--- src/sv/lrupr_pkg.sv ---
// ----------------------------------------------------------------------------
// lrupr_pkg
// shared types and constants of the lru page replacement block
// ----------------------------------------------------------------------------
package lrupr_pkg;

  // number of page frames and width of a page number
  localparam int FRAMES    = 8;
  localparam int PAGE_BITS = 16;

  localparam int CFG_W = 4;
  localparam int CNT_W = 32;
  localparam int OCC_W = $clog2(FRAMES + 1);
  localparam int IDX_W = (FRAMES > 1) ? $clog2(FRAMES) : 1;

  localparam logic [CNT_W-1:0] CNT_MAX = {CNT_W{1'b1}};
  localparam logic [CFG_W-1:0] CFG_RESET = CFG_W'(FRAMES);

  typedef enum logic [0:0] {
    ST_IDLE,
    ST_BUSY
  } state_e;

  // commands from controller to datapath
  typedef struct packed {
    logic load;    // capture the incoming reference
    logic commit;  // update frames and counters, write result register
  } cmd_t;

  // status from datapath to controller
  typedef struct packed {
    logic out_blocked;  // result register holds a result that is not taken this cycle
  } status_t;

  // usable frames: zero acts as one, values above FRAMES act as FRAMES
  function automatic logic [OCC_W-1:0] capacity(input logic [CFG_W-1:0] cfg);
    logic [OCC_W-1:0] cap;
    if (cfg == '0) begin
      cap = OCC_W'(1);
    end else if (int'(cfg) > FRAMES) begin
      cap = OCC_W'(FRAMES);
    end else begin
      cap = OCC_W'(cfg);
    end
    return cap;
  endfunction

endpackage

--- src/sv/lrupr_ctrl.sv ---
// ----------------------------------------------------------------------------
// lrupr_ctrl
// controller: takes one reference at a time and commits it when the result
// register can take the result
// ----------------------------------------------------------------------------
module lrupr_ctrl (
  input  logic               clk_i,
  input  logic               rst_ni,
  input  logic               in_valid_i,
  output logic               in_stall_o,
  input  lrupr_pkg::status_t status_i,
  output lrupr_pkg::cmd_t    cmd_o
);

  lrupr_pkg::state_e state_q, state_d;

  always_ff @(posedge clk_i or negedge rst_ni) begin
    if (!rst_ni) begin
      state_q <= lrupr_pkg::ST_IDLE;
    end else begin
      state_q <= state_d;
    end
  end

  // next state
  always_comb begin
    state_d = state_q;
    case (state_q)
      lrupr_pkg::ST_IDLE: begin
        if (in_valid_i) begin
          state_d = lrupr_pkg::ST_BUSY;
        end
      end
      lrupr_pkg::ST_BUSY: begin
        if (!status_i.out_blocked) begin
          state_d = lrupr_pkg::ST_IDLE;
        end
      end
      default: state_d = lrupr_pkg::ST_IDLE;
    endcase
  end

  // outputs
  always_comb begin
    in_stall_o    = 1'b1;
    cmd_o.load    = 1'b0;
    cmd_o.commit  = 1'b0;
    case (state_q)
      lrupr_pkg::ST_IDLE: begin
        in_stall_o = 1'b0;
        cmd_o.load = in_valid_i;
      end
      lrupr_pkg::ST_BUSY: begin
        cmd_o.commit = !status_i.out_blocked;
      end
      default: begin
        in_stall_o = 1'b1;
      end
    endcase
  end

`ifndef SYNTHESIS
  // a commit only follows a load
  assert property (@(posedge clk_i) disable iff (!rst_ni)
    cmd_o.commit |-> state_q == lrupr_pkg::ST_BUSY)
    else $error("commit outside busy state");

  // a transfer in is followed by a busy cycle with the input stalled
  assert property (@(posedge clk_i) disable iff (!rst_ni)
    cmd_o.load |=> in_stall_o)
    else $error("input not stalled after load");

  // a blocked result register holds the commit back
  assert property (@(posedge clk_i) disable iff (!rst_ni)
    status_i.out_blocked |-> !cmd_o.commit)
    else $error("commit while result register blocked");
`endif

endmodule

--- src/sv/lrupr_datapath.sv ---
// ----------------------------------------------------------------------------
// lrupr_datapath
// datapath: frame line in recency order, parallel page compare, recency
// shift, saturating counters and the result register
// ----------------------------------------------------------------------------
module lrupr_datapath (
  input  logic                               clk_i,
  input  logic                               rst_ni,
  input  lrupr_pkg::cmd_t                    cmd_i,
  output lrupr_pkg::status_t                 status_o,
  input  logic [15:0]                        page_number_i,
  input  logic                               cfg_we_i,
  input  logic [lrupr_pkg::CFG_W-1:0]        cfg_data_i,
  output logic                               out_valid_o,
  input  logic                               out_stall_i,
  output logic                               hit_o,
  output logic                               evicted_valid_o,
  output logic [15:0]                        evicted_page_o,
  output logic [31:0]                        fault_total_o,
  output logic [31:0]                        hit_total_o
);

  localparam int FR = lrupr_pkg::FRAMES;
  localparam int PB = lrupr_pkg::PAGE_BITS;
  localparam int OW = lrupr_pkg::OCC_W;
  localparam int IW = lrupr_pkg::IDX_W;
  localparam int CW = lrupr_pkg::CNT_W;

  // configuration
  logic [lrupr_pkg::CFG_W-1:0] cfg_q;

  always_ff @(posedge clk_i or negedge rst_ni) begin
    if (!rst_ni) begin
      cfg_q <= lrupr_pkg::CFG_RESET;
    end else if (cfg_we_i) begin
      cfg_q <= cfg_data_i;
    end
  end

  // captured reference
  logic [PB-1:0] page_q;

  always_ff @(posedge clk_i) begin
    if (cmd_i.load) begin
      page_q <= page_number_i[PB-1:0];
    end
  end

  // frame line, entry 0 least recent, valid entries packed from entry 0
  logic [PB-1:0] frame_q [FR];
  logic [PB-1:0] frame_d [FR];
  logic [OW-1:0] occ_q, occ_d;
  logic [CW-1:0] fault_cnt_q, fault_cnt_d;
  logic [CW-1:0] hit_cnt_q, hit_cnt_d;

  // parallel compare, lowest matching entry wins
  logic          found;
  logic [IW-1:0] where;

  always_comb begin
    found = 1'b0;
    where = '0;
    for (int i = FR - 1; i >= 0; i--) begin
      if (OW'(i) < occ_q && frame_q[i] == page_q) begin
        found = 1'b1;
        where = IW'(i);
      end
    end
  end

  logic [OW-1:0] cap;
  logic          evict;
  logic          shift;     // remove one entry and append at the top of the line
  logic [OW-1:0] rm_idx;

  assign cap    = lrupr_pkg::capacity(cfg_q);
  assign evict  = !found && (occ_q >= cap);
  assign shift  = found || evict;
  assign rm_idx = found ? OW'(where) : '0;

  for (genvar g = 0; g < FR; g++) begin : g_frame
    logic [PB-1:0] upper;
    if (g + 1 < FR) begin : g_up
      assign upper = frame_q[g+1];
    end else begin : g_top
      assign upper = frame_q[g];
    end

    always_comb begin
      frame_d[g] = frame_q[g];
      if (shift) begin
        if (OW'(g + 1) == occ_q) begin
          frame_d[g] = page_q;
        end else if (OW'(g) >= rm_idx && OW'(g + 1) < occ_q) begin
          frame_d[g] = upper;
        end
      end else if (OW'(g) == occ_q) begin
        frame_d[g] = page_q;
      end
    end

    always_ff @(posedge clk_i) begin
      if (cmd_i.commit) begin
        frame_q[g] <= frame_d[g];
      end
    end
  end

  always_comb begin
    occ_d       = occ_q;
    fault_cnt_d = fault_cnt_q;
    hit_cnt_d   = hit_cnt_q;
    if (found) begin
      if (hit_cnt_q != lrupr_pkg::CNT_MAX) begin
        hit_cnt_d = hit_cnt_q + CW'(1);
      end
    end else begin
      if (fault_cnt_q != lrupr_pkg::CNT_MAX) begin
        fault_cnt_d = fault_cnt_q + CW'(1);
      end
      if (!evict) begin
        occ_d = occ_q + OW'(1);
      end
    end
  end

  always_ff @(posedge clk_i or negedge rst_ni) begin
    if (!rst_ni) begin
      occ_q       <= '0;
      fault_cnt_q <= '0;
      hit_cnt_q   <= '0;
    end else if (cmd_i.commit) begin
      occ_q       <= occ_d;
      fault_cnt_q <= fault_cnt_d;
      hit_cnt_q   <= hit_cnt_d;
    end
  end

  // result register
  logic          out_valid_q;
  logic          out_hit_q;
  logic          out_ev_valid_q;
  logic [PB-1:0] out_ev_page_q;
  logic [CW-1:0] out_fault_q;
  logic [CW-1:0] out_hits_q;

  assign status_o.out_blocked = out_valid_q && out_stall_i;

  always_ff @(posedge clk_i or negedge rst_ni) begin
    if (!rst_ni) begin
      out_valid_q <= 1'b0;
    end else if (cmd_i.commit) begin
      out_valid_q <= 1'b1;
    end else if (!out_stall_i) begin
      out_valid_q <= 1'b0;
    end
  end

  always_ff @(posedge clk_i) begin
    if (cmd_i.commit) begin
      out_hit_q      <= found;
      out_ev_valid_q <= evict;
      out_ev_page_q  <= evict ? frame_q[0] : '0;
      out_fault_q    <= fault_cnt_d;
      out_hits_q     <= hit_cnt_d;
    end
  end

  assign out_valid_o     = out_valid_q;
  assign hit_o           = out_hit_q;
  assign evicted_valid_o = out_ev_valid_q;
  assign evicted_page_o  = 16'(out_ev_page_q);
  assign fault_total_o   = out_fault_q;
  assign hit_total_o     = out_hits_q;

`ifndef SYNTHESIS
  // occupancy never exceeds the frame count
  assert property (@(posedge clk_i) disable iff (!rst_ni)
    int'(occ_q) <= FR)
    else $error("occupancy above frame count");

  // a commit always presents a result in the next cycle
  assert property (@(posedge clk_i) disable iff (!rst_ni)
    cmd_i.commit |=> out_valid_q)
    else $error("result missing after commit");

  // an eviction only ever comes from a fault
  assert property (@(posedge clk_i) disable iff (!rst_ni)
    out_valid_q |-> !(out_hit_q && out_ev_valid_q))
    else $error("eviction reported on a hit");

  // occupancy only grows on a fault that evicts nothing
  assert property (@(posedge clk_i) disable iff (!rst_ni)
    cmd_i.commit && shift |=> $stable(occ_q))
    else $error("occupancy changed on hit or eviction");
`endif

endmodule

--- src/sv/lru_page_replacement.sv ---
// ----------------------------------------------------------------------------
// lru_page_replacement
// fully associative lru page-frame tracker with fault and hit counters
// ----------------------------------------------------------------------------
// Each transfer on the input channel is one page reference. The block keeps
// up to FRAMES resident pages in recency order and compares the reference
// against all of them at once. On a hit the page moves to most recent and the
// hit count grows; on a fault the fault count grows and the page goes in as
// most recent, evicting and reporting the least recent page once the occupied
// frames reach frames_in_use (0 acts as 1, values above FRAMES act as FRAMES).
// Lowering frames_in_use never drops pages by itself: later faults evict one
// page each, so occupancy stays put. Both counters stop at all ones. Frames
// start empty after reset and there is no clearing pass. A reference is captured
// in the idle state; in the busy state the compare, the recency shift and the
// counters commit into the result register, and no new reference is taken
// before that commit. The result register lets the next reference be captured
// while the previous result still waits; the commit waits as long as that result
// is held by out_stall_i.
// ----------------------------------------------------------------------------
module lru_page_replacement (
  input  logic        clk_i,
  input  logic        rst_ni,
  // reference channel
  input  logic        in_valid_i,
  output logic        in_stall_o,
  input  logic [15:0] page_number_i,
  // frames_in_use register
  input  logic        cfg_we_i,
  input  logic [3:0]  cfg_data_i,
  // result channel
  output logic        out_valid_o,
  input  logic        out_stall_i,
  output logic        hit_o,
  output logic        evicted_valid_o,
  output logic [15:0] evicted_page_o,
  output logic [31:0] fault_total_o,
  output logic [31:0] hit_total_o
);

  // command and status between controller and datapath
  lrupr_pkg::cmd_t    cmd;
  lrupr_pkg::status_t status;

  // controller: idle / busy sequencing of one reference at a time
  lrupr_ctrl u_ctrl (
    .clk_i      (clk_i),
    .rst_ni     (rst_ni),
    .in_valid_i (in_valid_i),
    .in_stall_o (in_stall_o),
    .status_i   (status),
    .cmd_o      (cmd)
  );

  // datapath: frame line, compare, shift, counters, result register
  lrupr_datapath u_datapath (
    .clk_i           (clk_i),
    .rst_ni          (rst_ni),
    .cmd_i           (cmd),
    .status_o        (status),
    .page_number_i   (page_number_i),
    .cfg_we_i        (cfg_we_i),
    .cfg_data_i      (cfg_data_i),
    .out_valid_o     (out_valid_o),
    .out_stall_i     (out_stall_i),
    .hit_o           (hit_o),
    .evicted_valid_o (evicted_valid_o),
    .evicted_page_o  (evicted_page_o),
    .fault_total_o   (fault_total_o),
    .hit_total_o     (hit_total_o)
  );

endmodule

--- config.mk ---
export PLATFORM = sky130hd
export DESIGN_NAME = lru_page_replacement
export DESIGN_NICKNAME = d
export VERILOG_FILES = /design/src/sv/lrupr_pkg.sv /design/src/sv/lrupr_ctrl.sv /design/src/sv/lrupr_datapath.sv /design/src/sv/lru_page_replacement.sv
export SDC_FILE = /design/constraint.sdc
export NUM_CORES = 1
export LEC_CHECK = 0
export BUFFER_PORTS_ARGS = -buffer_cell sky130_fd_sc_hd__buf_2
export CORE_ASPECT_RATIO = 0.75
export CORE_MARGIN = 10
export CORE_UTILIZATION = 28
export DETAILED_ROUTE_END_ITERATION = 6
export GPL_TIMING_DRIVEN = 0
export MAX_ROUTING_LAYER = met4
export PLACE_DENSITY = 0.54
export SYNTH_ARGS = -nofsm -noshare
export SYNTH_HDL_FRONTEND = slang
export SYNTH_SLANG_ARGS = --single-unit
--- constraint.sdc ---
create_clock -name clk_i -period 5.6 [get_ports clk_i]
set_clock_uncertainty 0.15 [all_clocks]
set_input_delay 1.68 -clock clk_i [delete_from_list [all_inputs] [get_ports clk_i]]
set_output_delay 1.68 -clock clk_i [all_outputs]
set_load 0.005 [all_outputs]
# == Yosys cells after proc, flatten, opt, wreduce, memory -nomap -nowiden ==
# Memory sizes are Yosys's and may differ from the RTL's.
# Index checks and enable logic that the tools add are counted.
# classes
bitwise,3
add_sub_neg,3
n_mux,64
magnitude_cmp,17
reduce_logical,23
n_eq_ne,19
# op_table
op,n
$mux W16,31
$eq A16 B16 Y1,8
$mux W32,4
$add A32 B1 Y32 const B,2
$ne A32 B32 Y1 const B,2
$mux W3,9
$logic_and A1 B1 Y1,17
$mux W1,17
$eq A3 B4 Y1 const A,4
$lt A3 B4 Y1 const A,4
$ge A3 B4 Y1 const A,3
$eq A2 B4 Y1 const A,2
$ge A1 B4 Y1 const A,2
$ge A2 B4 Y1 const A,2
$logic_not A4 Y1,2
$lt A1 B4 Y1 const A,2
$lt A2 B4 Y1 const A,2
$mux W4,2
$add A4 B1 Y4 const B,1
$eq A1 B4 Y1 const A,1
$eq A4 B4 Y1 const A,1
$ge A4 B4 Y1,1
$gt A4 B4 Y1 const B,1
$not A1 Y1,3
other kinds (5),6
# word_totals
ram_bits,128
n_memories,1
output_inout_bits,84
word_cells,142
ff_bits,172
# mem_list
memory,depth,width,read_ports,rd_ports_with_merged_regs,wr,line,source
u_datapath.frame_q,8,16,8,0,8,lrupr_datapath.sv:50,logic [PB-1:0] frame_q [FR];

# == Longest topological paths before layout ==
# An unclocked memory read counts as a cell.
# logic_depth
ltp_word,17
depth_mapped,14
depth_no_buf,12

# == Cells and area by module ==
# Synthesis repeated with hierarchy kept, for this count alone.
# unflattened
cells_unflattened,1143
area_unflattened_um2,15083.2
# modules_own_cells
mod,area_per_inst_um2,instances,cells_each
lrupr_datapath,15029.4,1,1139
lrupr_ctrl,53.8,1,4

# == Worst setup path before layout ==
# OpenSTA, ideal clock, no wires.
# synth_path
path_type,input to register
start,input out_stall_i
end,register u_datapath.hit_cnt_q[3]
slack_ns,0.464
path_buffers,1
arrival_time_ns,4.854
stages,6
required_time_ns,5.318
cell_sequence,nand2_1 -> nand2_1 -> inv_1 -> clkbuf_1 -> nand3_1 -> xnor2_1
# synth_rtl
element,line,source
start: declaration,lru_page_replacement.sv:32,"input logic out_stall_i,"
end signal: assignment,lrupr_datapath.sv:135,hit_cnt_q <= hit_cnt_d;
end: declaration,lrupr_datapath.sv:54,"logic [CW-1:0] hit_cnt_q, hit_cnt_d;"

==> results_dict.tcl <==
set metrics [dict create \
    status "complete, no violations" \
    num-nets-final 1309 \
    finish.instance_area_um2 17810 \
    p_leak_uw 0.006956 \
    clkTransAtPathRegs_ns 0.06 \
    drive_above_1_share_pct 28.30 \
    cts_tree "built" \
    synth_area_leader_cell "edfxtp_1" \
    drv_slew 0 \
    grt_pass1_wl_um 59190 \
    holdWs_ns 0.3015 \
    path_class "reg -> reg" \
    synth_cells 1117 \
    dp.cells 1948 \
    die_area_um2 62770 \
    synthArstFlopShare_pct 24.67 \
    grt_max_degree 66 \
    synth.avg_cell_area_um2 13.30 \
    drt_iter0_drc 670 \
    hp-class "reg -> reg" \
    finalNonFillerCells 2018 \
    gr-usage-all-layers_pct 12.49 \
    viasPerCell 4.540 \
    hold_viol 0 \
    detail-route-antenna-nets 0 \
    gp_congestion 0.8416 \
    grt_overflow_total 0 \
    period_needed_ns 5.275 \
    wl_per_cell_um 19.01 \
    clock.fmax_mhz 189.6 \
    die_w_um 286.0 \
    postCtsHoldBufs 0 \
    ctsResizeCount 0 \
    antenna_found_initial 2 \
    hpwl_um 28660 \
    required_ns 5.69 \
    ys_ff_latch 300 \
    numCtsBuffers 37 \
    clkLatencyLatePin_ns 0.55 \
    h-tree-depth 2 \
    start_util_pct 28.19 \
    clock_sinks 300 \
    area_delta_synth_final_pct 19.90 \
    slowest_delay_ns 0.75 \
    yosys.cell_types.count 51 \
    synthesis.nets 1151 \
    dr.pass1.iters 5 \
    vdd_ir_drop_max_mv 0.2246 \
    endpoint_kind "flip-flop" \
    maxCapViolations 0 \
    relSlewSlack_pct 35.97 \
    dp_slack_ns 0.3200 \
    most-common-layout-cells "226 x edfxtp_1, 164 x xor2_1, 112 x buf_2, 109 x mux2_2, 91 x xnor2_1" \
    die_h_um 219.5 \
    synth_edf_count 226 \
    synth_area_um2 14860 \
    crit_fanout 11 \
    numPortBuffers 108 \
    placed_area_um2 16500 \
    start_kind "flip-flop" \
    fin_crit_sh_pct 94.20 \
    rsz0062_at_grt "false" \
    cp_data_arrival_time_ns 5.37 \
    cts_buffer_depth 3 \
    synth.area.top_cells "edfxtp_1 46%, dfrtp_1 12%, xor2_1 9.7%, mux2_2 8.3%, xnor2_1 5.4%" \
    yosysWarnings 0 \
    synth_ff_type "edfxtp_1" \
    drc 0 \
    drt_wl_total_um 38360 \
    fp.coreArea_um2 52700 \
    grt_pass1_vias 9259 \
    cts_setup_buffers 0 \
    pin_count 109 \
    crit_chain "clkbuf_1, inv_1, ha_1, a2111oi_2, and4_4, nor4b_4, and2_0, clkbuf_1, inv_1, a311oi_1, o21ai_0, a221oi_2, buf_4" \
    cts_root_buffer "clkbuf_16" \
    vias 9162 \
    setup_viol 0 \
    yosysTopAreaCellShare_pct 45.68 \
    synth-seq-area-share_pct 58.15 \
    p_per_area_nw_per_um2 529.8 \
    rows 73 \
    slowest_stage "nor4b_4" \
    post-route-worst-setup-slack_ns 0.3250 \
    final.setup.tns_ns 0 \
    worst_slew_pin_slew_ns 0.9604 \
    final_common_cell "edfxtp_1" \
]
[per-layer routing]
layer,wire (um),track usage (%)
met4,937,3.889
met3,2201,2.635
met2,16480,17.56
met1,18740,17.69
met5,0,-
[per-stage QoR]
stage	utilization, %	power [uW]
5_1_grt	33.80	9951
3_5_place_dp	31.31	6909
4_1_cts	33.79	9544
6_report	33.80	9438
3_3_place_gp	30.91	6817
2_1_floorplan	-	5712
[cell families after synthesis]
family	count (synthesis)	synth area share (%)
xor+xnor	255	15.03
simple gates	322	11.81
flops	300	58.15
mux	118	8.943
compound gates	34	2.080
buf+inv	79	3.225
fa+ha+maj	9	0.7579
[worst max-delay path: cells and delay by family, from the launching register on]
family                     cells  cell delay (ns)
adders and majority gates      1             0.49
DFF                            1             0.37
AOI/OAI and AO/OA              4             1.35
buffers and inverters          5             1.37
and+or+nand+nor                3             1.23
[cell usage after synthesis (4+ instances only)]
| library cell | count |
|---|---|
| nor2_1 | 59 |
| nand2b_1 | 4 |
| mux2_1 | 9 |
| nor3_1 | 34 |
| nor3_2 | 5 |
| xor2_1 | 164 |
| a21oi_1 | 4 |
| and4_1 | 7 |
| buf_4 | 39 |
| nand3_1 | 37 |
| o21ai_0 | 6 |
| xnor2_1 | 91 |
| buf_2 | 5 |
| and3_1 | 11 |
| nand4_1 | 32 |
| buf_6 | 4 |
| inv_1 | 9 |
| nor2b_1 | 6 |
| nor4_1 | 30 |
| nand2_1 | 60 |
| mux2_2 | 109 |
| dfrtp_1 | 73 |
| and2_1 | 21 |
| a221oi_1 | 7 |
| buf_1 | 4 |
| a21oi_4 | 5 |
| clkbuf_1 | 18 |
| ha_1 | 9 |
| edfxtp_1 | 226 |
[registers in the layout, indices dropped and copies added (netlist names)]
| name | cells |
|---|---|
| u_datapath.page_q | 16 |
| u_datapath.out_valid_o | 1 |
| u_datapath.evicted_page_o | 16 |
| u_datapath.hit_o | 1 |
| u_datapath.evicted_valid_o | 1 |
| u_datapath.fault_total_o | 32 |
| u_datapath.frame_q | 128 |
| u_datapath.occ_q | 4 |
| u_datapath.hit_cnt_q | 32 |
| u_ctrl.state_q | 1 |
| u_datapath.hit_total_o | 32 |
| u_datapath.fault_cnt_q | 32 |
| u_datapath.cfg_q | 4 |
[power by group]
group / total (uW) / switching [uW] / internal (uW)
Combinational: 3160 / 1810 / 1350
Clock: 2590 / 982 / 1600
Sequential: 3690 / 340 / 3350
Total: 9440 / 3130 / 6300
[final timing paths]
check / from / endpoint / slack [ns] / cells after the start
max: u_datapath.occ_q[0]$_DFFE_PN0P_ / u_datapath.frame_q[1][12]$_DFFE_PP_ / 0.32 / 13
min: u_datapath.page_q[4]$_DFFE_PP_ / u_datapath.frame_q[1][52]$_DFFE_PP_ / 0.30 / 0
max reg2reg: u_datapath.occ_q[0]$_DFFE_PN0P_ / u_datapath.frame_q[1][12]$_DFFE_PP_ / 0.32 / 13
min reg2reg: u_datapath.page_q[4]$_DFFE_PP_ / u_datapath.frame_q[1][52]$_DFFE_PP_ / 0.30 / 0
max in group asynchronous: rst_ni / u_datapath.cfg_q[3]$_DFFE_PN1P_ / 3.79 / 2
min in group asynchronous: rst_ni / u_datapath.hit_cnt_q[11]$_DFFE_PN0P_ / 0.86 / 1
[final cells by class]
type / instances / area (um^2)
multi-input combinational: 738 / 5801
tap: 712 / 890.9
buffer: 70 / 449.2
timing repair buffer: 119 / 688.2
clock buffer: 42 / 997.2
sequential: 300 / 8640
inverter: 9 / 33.78
fill: 5191 / 34890
antenna: 2 / 5.005
clock inverter: 26 / 310.3
Power figures use the tool's default switching activity.
